## src/rtl/srls_pkg.sv

```systemverilog
// Shared types and constants for the staggered relay load switch.
// Used by srls_step and staggered_relay_load_switch_unit; no dependencies.
package srls_pkg;

    localparam int RELAY_COUNT = 8;
    localparam int LANE_COUNT  = 8;
    localparam int PRICE_W     = 16;
    localparam int TICK_W      = 16;
    localparam int INDEX_W     = 4;
    localparam int CFG_IDX_W   = 3;
    localparam int CFG_DATA_W  = 64;

    localparam logic [TICK_W-1:0]  TICK_MAX       = 16'hFFFF;
    localparam logic [INDEX_W-1:0] NO_RELAY       = 4'd8;
    localparam logic [15:0]        ON_THR_RESET   = 16'd1000;
    localparam logic [15:0]        OFF_THR_RESET  = 16'd1200;
    localparam logic [TICK_W-1:0]  STAGGER_RESET  = 16'd10;

    // Item operations
    localparam logic OP_PRICE = 1'b0;
    localparam logic OP_TICK  = 1'b1;

    // Configuration register indexes
    localparam logic [CFG_IDX_W-1:0] REG_MODES       = 3'd0;
    localparam logic [CFG_IDX_W-1:0] REG_ON_THR_LO   = 3'd1;
    localparam logic [CFG_IDX_W-1:0] REG_ON_THR_HI   = 3'd2;
    localparam logic [CFG_IDX_W-1:0] REG_OFF_THR_LO  = 3'd3;
    localparam logic [CFG_IDX_W-1:0] REG_OFF_THR_HI  = 3'd4;
    localparam logic [CFG_IDX_W-1:0] REG_STAGGER     = 3'd5;
    localparam logic [CFG_IDX_W-1:0] REG_ACTIVE_LOW  = 3'd6;

    typedef enum logic [1:0] {
        MODE_OFF   = 2'd0,
        MODE_ON    = 2'd1,
        MODE_BELOW = 2'd2,
        MODE_AUTO  = 2'd3
    } mode_t;

    typedef struct packed {
        logic [LANE_COUNT-1:0][1:0]         modes;
        logic [LANE_COUNT-1:0][PRICE_W-1:0] on_thr;
        logic [LANE_COUNT-1:0][PRICE_W-1:0] off_thr;
        logic [TICK_W-1:0]                  stagger;
        logic                               active_low;
    } cfg_t;

    typedef struct packed {
        logic [7:0]        relay_on;
        logic [7:0]        pending;
        logic [TICK_W-1:0] ticks;
        logic              any_on;
    } state_t;

    typedef struct packed {
        logic [7:0]         pin_levels;
        logic [7:0]         relays_on;
        logic [7:0]         pending_mask;
        logic               pins_written;
        logic [INDEX_W-1:0] turned_on_index;
    } result_t;

endpackage

```

## src/rtl/staggered_relay_load_switch_unit.sv

```systemverilog
// Top level of the staggered relay load switch: configuration registers,
// relay state registers and the result register. Depends on srls_pkg, srls_step.
//
// Usage:
//  - Input channel (in_valid/in_ready) carries one item: opcode (0 price update,
//    1 time tick), price and price_valid. Each item yields exactly one result.
//  - Output channel (out_valid/out_ready) carries pin_levels, relays_on,
//    pending_mask, pins_written and turned_on_index.
//  - The result of an item is registered and is valid after the edge that
//    accepts it. Throughput is one item per cycle while the receiver takes
//    each result; the relay state is updated in the same cycle by the single
//    step unit, so the next item sees it at once.
//  - in_ready is high whenever the result register is empty or being taken
//    in the same cycle; a stalled receiver holds the result and stops input
//    after one item.
//  - The configuration port (cfg_write_en, cfg_index, cfg_data) writes one
//    register per cycle; write only while idle. Unknown indexes are ignored.
//  - Reset clears all relays, pending bits, the tick counter and the turn-on
//    flag, and loads the default thresholds, stagger window and polarity.
module staggered_relay_load_switch_unit
    import srls_pkg::*;
(
    input  logic                   clk,
    input  logic                   rst_n,
    input  logic                   cfg_write_en,
    input  logic [CFG_IDX_W-1:0]   cfg_index,
    input  logic [CFG_DATA_W-1:0]  cfg_data,
    input  logic                   in_valid,
    output logic                   in_ready,
    input  logic                   opcode,
    input  logic [PRICE_W-1:0]     price,
    input  logic                   price_valid,
    output logic                   out_valid,
    input  logic                   out_ready,
    output logic [7:0]             pin_levels,
    output logic [7:0]             relays_on,
    output logic [7:0]             pending_mask,
    output logic                   pins_written,
    output logic [INDEX_W-1:0]     turned_on_index
);

    cfg_t    cfg_reg;
    state_t  state_reg;
    state_t  state_next;
    result_t result_reg;
    result_t result_next;
    logic    out_valid_reg;
    logic    accept;

    assign in_ready = !out_valid_reg || out_ready;
    assign accept   = in_valid && in_ready;

    // Write configuration registers
    always_ff @(posedge clk or negedge rst_n)
    begin
        if (!rst_n)
        begin
            cfg_reg.modes      <= '0;
            cfg_reg.on_thr     <= {LANE_COUNT{ON_THR_RESET}};
            cfg_reg.off_thr    <= {LANE_COUNT{OFF_THR_RESET}};
            cfg_reg.stagger    <= STAGGER_RESET;
            cfg_reg.active_low <= 1'b1;
        end
        else if (cfg_write_en)
        begin
            case (cfg_index)
                REG_MODES:      cfg_reg.modes       <= cfg_data[15:0];
                REG_ON_THR_LO:  cfg_reg.on_thr[3:0]  <= cfg_data;
                REG_ON_THR_HI:  cfg_reg.on_thr[7:4]  <= cfg_data;
                REG_OFF_THR_LO: cfg_reg.off_thr[3:0] <= cfg_data;
                REG_OFF_THR_HI: cfg_reg.off_thr[7:4] <= cfg_data;
                REG_STAGGER:    cfg_reg.stagger     <= cfg_data[TICK_W-1:0];
                REG_ACTIVE_LOW: cfg_reg.active_low  <= cfg_data[0];
                default:        ;
            endcase
        end
    end

    srls_step u_step (
        .cfg         (cfg_reg),
        .state       (state_reg),
        .opcode      (opcode),
        .price       (price),
        .price_valid (price_valid),
        .state_next  (state_next),
        .result      (result_next)
    );

    // Advance relay state on each accepted item
    always_ff @(posedge clk or negedge rst_n)
    begin
        if (!rst_n)
            state_reg <= '0;
        else if (accept)
            state_reg <= state_next;
    end

    // Hold the result until the receiver takes it
    always_ff @(posedge clk or negedge rst_n)
    begin
        if (!rst_n)
            out_valid_reg <= 1'b0;
        else if (accept)
            out_valid_reg <= 1'b1;
        else if (out_ready)
            out_valid_reg <= 1'b0;
    end

    always_ff @(posedge clk)
    begin
        if (accept)
            result_reg <= result_next;
    end

    assign out_valid       = out_valid_reg;
    assign pin_levels      = result_reg.pin_levels;
    assign relays_on       = result_reg.relays_on;
    assign pending_mask    = result_reg.pending_mask;
    assign pins_written    = result_reg.pins_written;
    assign turned_on_index = result_reg.turned_on_index;

endmodule

```

## src/rtl/srls_step.sv

```systemverilog
// Combinational step logic: price evaluation, tick count and dispatch.
// Depends on srls_pkg for the state, configuration and result types.
module srls_step
    import srls_pkg::*;
(
    input  cfg_t                cfg,
    input  state_t              state,
    input  logic                opcode,
    input  logic [PRICE_W-1:0]  price,
    input  logic                price_valid,
    output state_t              state_next,
    output result_t             result
);

    logic [7:0]         on_eval;
    logic [7:0]         pend_eval;
    logic [TICK_W-1:0]  ticks_eval;
    logic               changed;
    logic               want;
    logic               found;
    logic [2:0]         pick;
    logic               allowed;
    logic [7:0]         on_final;
    logic [7:0]         pend_final;
    mode_t              mode;

    // Evaluate the price per relay, or advance the tick counter
    always_comb
    begin
        on_eval    = state.relay_on;
        pend_eval  = state.pending;
        ticks_eval = state.ticks;
        changed    = 1'b0;
        want       = 1'b0;
        mode       = MODE_OFF;
        if (opcode == OP_PRICE)
        begin
            for (int i = 0; i < RELAY_COUNT; i++)
            begin
                mode = mode_t'(cfg.modes[i]);
                want = state.relay_on[i];
                case (mode)
                    MODE_OFF:   want = 1'b0;
                    MODE_ON:    want = 1'b1;
                    MODE_BELOW:
                    begin
                        if (price_valid)
                            want = (price <= cfg.on_thr[i]);
                    end
                    MODE_AUTO:
                    begin
                        if (price_valid)
                        begin
                            if (price <= cfg.on_thr[i])
                                want = 1'b1;
                            else if (price >= cfg.off_thr[i])
                                want = 1'b0;
                        end
                    end
                    default:    want = state.relay_on[i];
                endcase
                if (want == state.relay_on[i])
                begin
                    if (!want)
                        pend_eval[i] = 1'b0;
                end
                else if (want)
                begin
                    pend_eval[i] = 1'b1;
                end
                else
                begin
                    on_eval[i]   = 1'b0;
                    pend_eval[i] = 1'b0;
                    changed      = 1'b1;
                end
            end
        end
        else if (state.ticks < TICK_MAX)
        begin
            ticks_eval = state.ticks + 1'b1;
        end
    end

    // Pick the lowest pending relay
    always_comb
    begin
        found = 1'b0;
        pick  = '0;
        for (int i = RELAY_COUNT - 1; i >= 0; i--)
        begin
            if (pend_eval[i])
            begin
                found = 1'b1;
                pick  = 3'(i);
            end
        end
    end

    assign allowed = found && ((cfg.stagger == '0) || !state.any_on ||
                               (ticks_eval >= cfg.stagger));

    // Dispatch one turn-on and build the result
    always_comb
    begin
        on_final   = on_eval;
        pend_final = pend_eval;
        state_next.ticks  = ticks_eval;
        state_next.any_on = state.any_on;
        result.turned_on_index = NO_RELAY;
        if (allowed)
        begin
            on_final[pick]   = 1'b1;
            pend_final[pick] = 1'b0;
            state_next.ticks  = '0;
            state_next.any_on = 1'b1;
            result.turned_on_index = {1'b0, pick};
        end
        state_next.relay_on = on_final;
        state_next.pending  = pend_final;

        result.relays_on    = on_final;
        result.pending_mask = pend_final;
        result.pins_written = changed || allowed;
        for (int i = 0; i < 8; i++)
        begin
            if (i < RELAY_COUNT)
                result.pin_levels[i] = cfg.active_low ? ~on_final[i] : on_final[i];
            else
                result.pin_levels[i] = 1'b1;
        end
    end

endmodule
```

## config.mk

```make
export PLATFORM = sky130hd
export DESIGN_NAME = staggered_relay_load_switch_unit
export DESIGN_NICKNAME = d
export VERILOG_FILES = /design/src/rtl/srls_pkg.sv /design/src/rtl/staggered_relay_load_switch_unit.sv /design/src/rtl/srls_step.sv
export SDC_FILE = /design/constraint.sdc
export NUM_CORES = 1
export LEC_CHECK = 0
export ABC_AREA = 1
export BUFFER_PORTS_ARGS = -buffer_cell sky130_fd_sc_hd__buf_2
export CORE_MARGIN = 3
export CORE_UTILIZATION = 56
export CTS_CLUSTER_SIZE = 16
export DETAILED_ROUTE_END_ITERATION = 10
export PLACE_DENSITY = 0.89
export SYNTH_ARGS = -nofsm -noshare
export SYNTH_HDL_FRONTEND = slang
export SYNTH_SLANG_ARGS = --single-unit
```

## constraint.sdc

```tcl
create_clock -name clk -period 3.4 [get_ports clk]
set_input_delay 0.51 -clock clk [delete_from_list [all_inputs] [get_ports clk]]
set_output_delay 0.51 -clock clk [all_outputs]
set_load 0.02 [all_outputs]
```

==> impl_metrics.json <==
{
  "p_int_mw": 10.9,
  "yosysSeqAreaShare_pct": 42.4,
  "numCtsBuffers": 39,
  "p_leak_nw": 13.5,
  "ys.flop_type": "dfrtp_1",
  "r2r_slack_ns": -0.48,
  "synth.area.top_cells": "dfrtp_1 (28%), ha_1 (17%), nand2_1 (12%)",
  "status": "finished, violations left",
  "regToRegEndpoint": "pin_levels[4]",
  "path_cells": "nand2_2 -> buf_4 -> nor2_2 -> nand3_1 -> nor2_4 -> nand3_4 -> nor4_4 -> or2_2 -> nand3_2 -> ha_4 -> nand4_1 -> nor3_2 -> nand2_1 -> nand3_2 -> nor2_4 -> buf_6 -> a21oi_4 -> buf_12 -> nand3_4 -> buf_6 -> nand3_1 -> nand2_1",
  "syn-cell-area_sq_mm": 0.0214,
  "clk_path_buf_depth": 3,
  "crit_start": "state_reg[6]",
  "period_minus_slack_ns": 3.88,
  "critPathMaxFanout": 7,
  "synth_edf_count": 29,
  "path_class": "reg2reg",
  "largest_reg_flops": 289,
  "rr_worst_depth": 22,
  "violations": "negative setup slack",
  "swShare_pct": 38.5,
  "setup_viol": 61,
  "dp_slack_ns": -0.480,
  "clk_pin_slew_ns": 0.07,
  "pwr-share-seq_pct": 33.1,
  "die_y_um": 201,
  "wl_per_cell_um": 19.5,
  "yosysMostFrequentCell": "nand2_1",
  "syn_area_per_cell_sq_um": 8.23,
  "ys_warn_count": 0,
  "clock-root-buffer": "clkbuf_16",
  "ios": 121,
  "critPathCaptureType": "flip-flop",
  "crit_slowest_cell": "dfrtp_1",
  "cts_tree": "done",
  "hp-start": "out_ready",
  "io_buffers": 120,
  "setup_ws_ns": -0.476,
  "area_growth_syn_to_layout_pct": 23.2,
  "overflow": 0,
  "clock_power_share_pct": 25.1,
  "antenna_found_initial": 0,
  "ys_async_sr_fraction_pct": 91.8,
  "numClockSinks": 352,
  "fmax_ghz": 0.258,
  "grt_usage_pct": 31.1,
  "synth_common_cells": "nand2_1 (662), inv_1 (438), o21ai_0 (331)",
  "drv_cap": 0,
  "cpPeakStageDelay_ns": 0.38,
  "fin_nets": 3249,
  "post-route-period-util_pct": 114,
  "grt_pass1_vias": 20000,
  "rsz0062_at_grt": "yes",
  "pwr_density_cell_mw_per_mm2": 676,
  "startpoint_type": "flip-flop",
  "hpwl_um": 43800,
  "max_slew_margin_pct": 44.1,
  "synth_seq_cells": 352,
  "syn_inst": 2596,
  "fin_util_pct": 70.9,
  "ant_nets": 0,
  "synth_top_cell_by_area": "dfrtp_1",
  "power_frac_comb_pct": 41.8,
  "totalWireLength_um": 66400,
  "irDropWorstVdd_uv": 557,
  "skew_ns": 0.0261,
  "via_per_inst": 5.76,
  "crit_buf_inv": 4,
  "total_power_mw": 17.8,
  "vias": 19600,
  "gp_congestion": 0.969,
  "worst_slew_pin_slew_ns": 0.836,
  "worstPathRequired_ns": 3.73,
  "drc": 0,
  "rr_startpoint": "state_reg[6]",
  "grt_pass1_wl_um": 102000,
  "rows": 70,
  "synth_top_area_share_pct": 28.1,
  "hold_violations": 0,
  "whs_endpoint": "out_valid",
  "slew_viol_final": 0,
  "fp.coreArea_sq_mm": 0.0371,
  "layout-drive-gt1-share_pct": 23.1,
  "clk_latency_ns": 0.58,
  "arrival_ns": 4.20,
  "syn_nets": 2968,
  "cts.htree.levels": 2,
  "drt_iter0_drc": 1698,
  "start_util_pct": 57.6,
  "hp-class": "in2reg",
  "min_path_cells": 4,
  "fillers": 2553,
  "drt-pass1-iter-count": 8,
  "grt_max_degree": 92,
  "p_sw_mw": 6.86,
  "dieArea_sq_mm": 0.0405,
  "path_delay_family": "simple AND/OR/NAND/NOR gates",
  "yosysUniqueCellTypes": 51,
  "fp.dieW_um": 201
}
## cells by family after synthesis
family / after synthesis / share of synthesized area [%]
compound gates: 523 / 13.1
xor+xnor: 10 / 0.410
fa+ha+maj: 282 / 16.5
buf+inv: 522 / 9.32
flops: 352 / 42.4
mux: 6 / 0.281
simple gates: 901 / 18.0
## area by class of cell
cell class	count	area [sq um]	share of cell area [%]
inverter	447	1680	6.37
antenna	1	2.50	0.00950
clock buffer	50	1090	4.13
sequential	352	9060	34.4
clock inverter	22	241	0.917
tap	504	631	2.39
multi-input combinational	1722	11300	42.8
timing repair buffer	315	2360	8.97
## power groups by stage
stage | Sequential (mW) | Combinational, mW | Clock, mW
after CTS | 5.85 | 6.44 | 4.45
after global placement | 5.86 | 5.16 | 0
final | 5.90 | 7.44 | 4.46
after detailed placement | 5.90 | 5.50 | 0
after floorplan | 5.85 | 3.51 | 0
after global routing | 6.00 | 8.06 | 4.64
## metrics by stage
stage | instances | hold slack (ns) | setup TNS, ns | cell area, sq um
2_1_floorplan | 2596 | 0.214 | 0 | 21400
3_3_place_gp | 3298 | 0.457 | -16.07 | 23600
3_5_place_dp | 3298 | 0.462 | -21.17 | 23600
4_1_cts | 3398 | 0.209 | -7.27 | 25700
5_1_grt | 3412 | 0.251 | -24.82 | 26300
6_report | 3413 | 0.217 | -18.22 | 26300
## worst register-to-register path, delay by kind of cell, from the launching register on
kind,cells,cell delay (ns)
fa+ha+maj,1,0.31
simple gates,16,2.17
buf+inv,4,0.59
compound gates,1,0.15
flops,1,0.38
## per-layer routing
| layer | global-route usage, % | routed length (um) |
|---|---|---|
| met1 | 38.7 | 25300 |
| met2 | 51.6 | 31400 |
| met3 | 6.57 | 5660 |
| met4 | 15.4 | 4080 |
| met5 | 0 | 0 |
## how the worst max path moves through the flow
stage	end	slack, ns	cells past startpoint
CTS	pin_levels[6]	-0.22	26
finish	pin_levels[4]	-0.48	22
floorplan	pins_written	0.002	21
global route	pin_levels[4]	-0.57	22
global placement	pin_levels[3]	-0.41	28
detailed placement	pin_levels[4]	-0.48	28
## cell usage in the layout, fill, tap and decap left out, types with 66 or more instances in the layout
cell	instances
a21oi_1	115
buf_2	119
buf_4	156
dfrtp_1	240
dfstp_2	83
ha_1	270
inv_1	428
nand2_1	617
nor2_1	66
o21ai_0	314
## what timing repair did
action / CTS / global route
hold buffers: 1 / 0
buffers inserted: 28 / 18
resized for setup: 108 / 131
endpoints found under the hold margin: 2 / 0
pin swaps: 37 / 61
cloned: 1 / 0
setup endpoints to repair: 60 / 62
No activity file was read; power rests on OpenSTA's default activity.
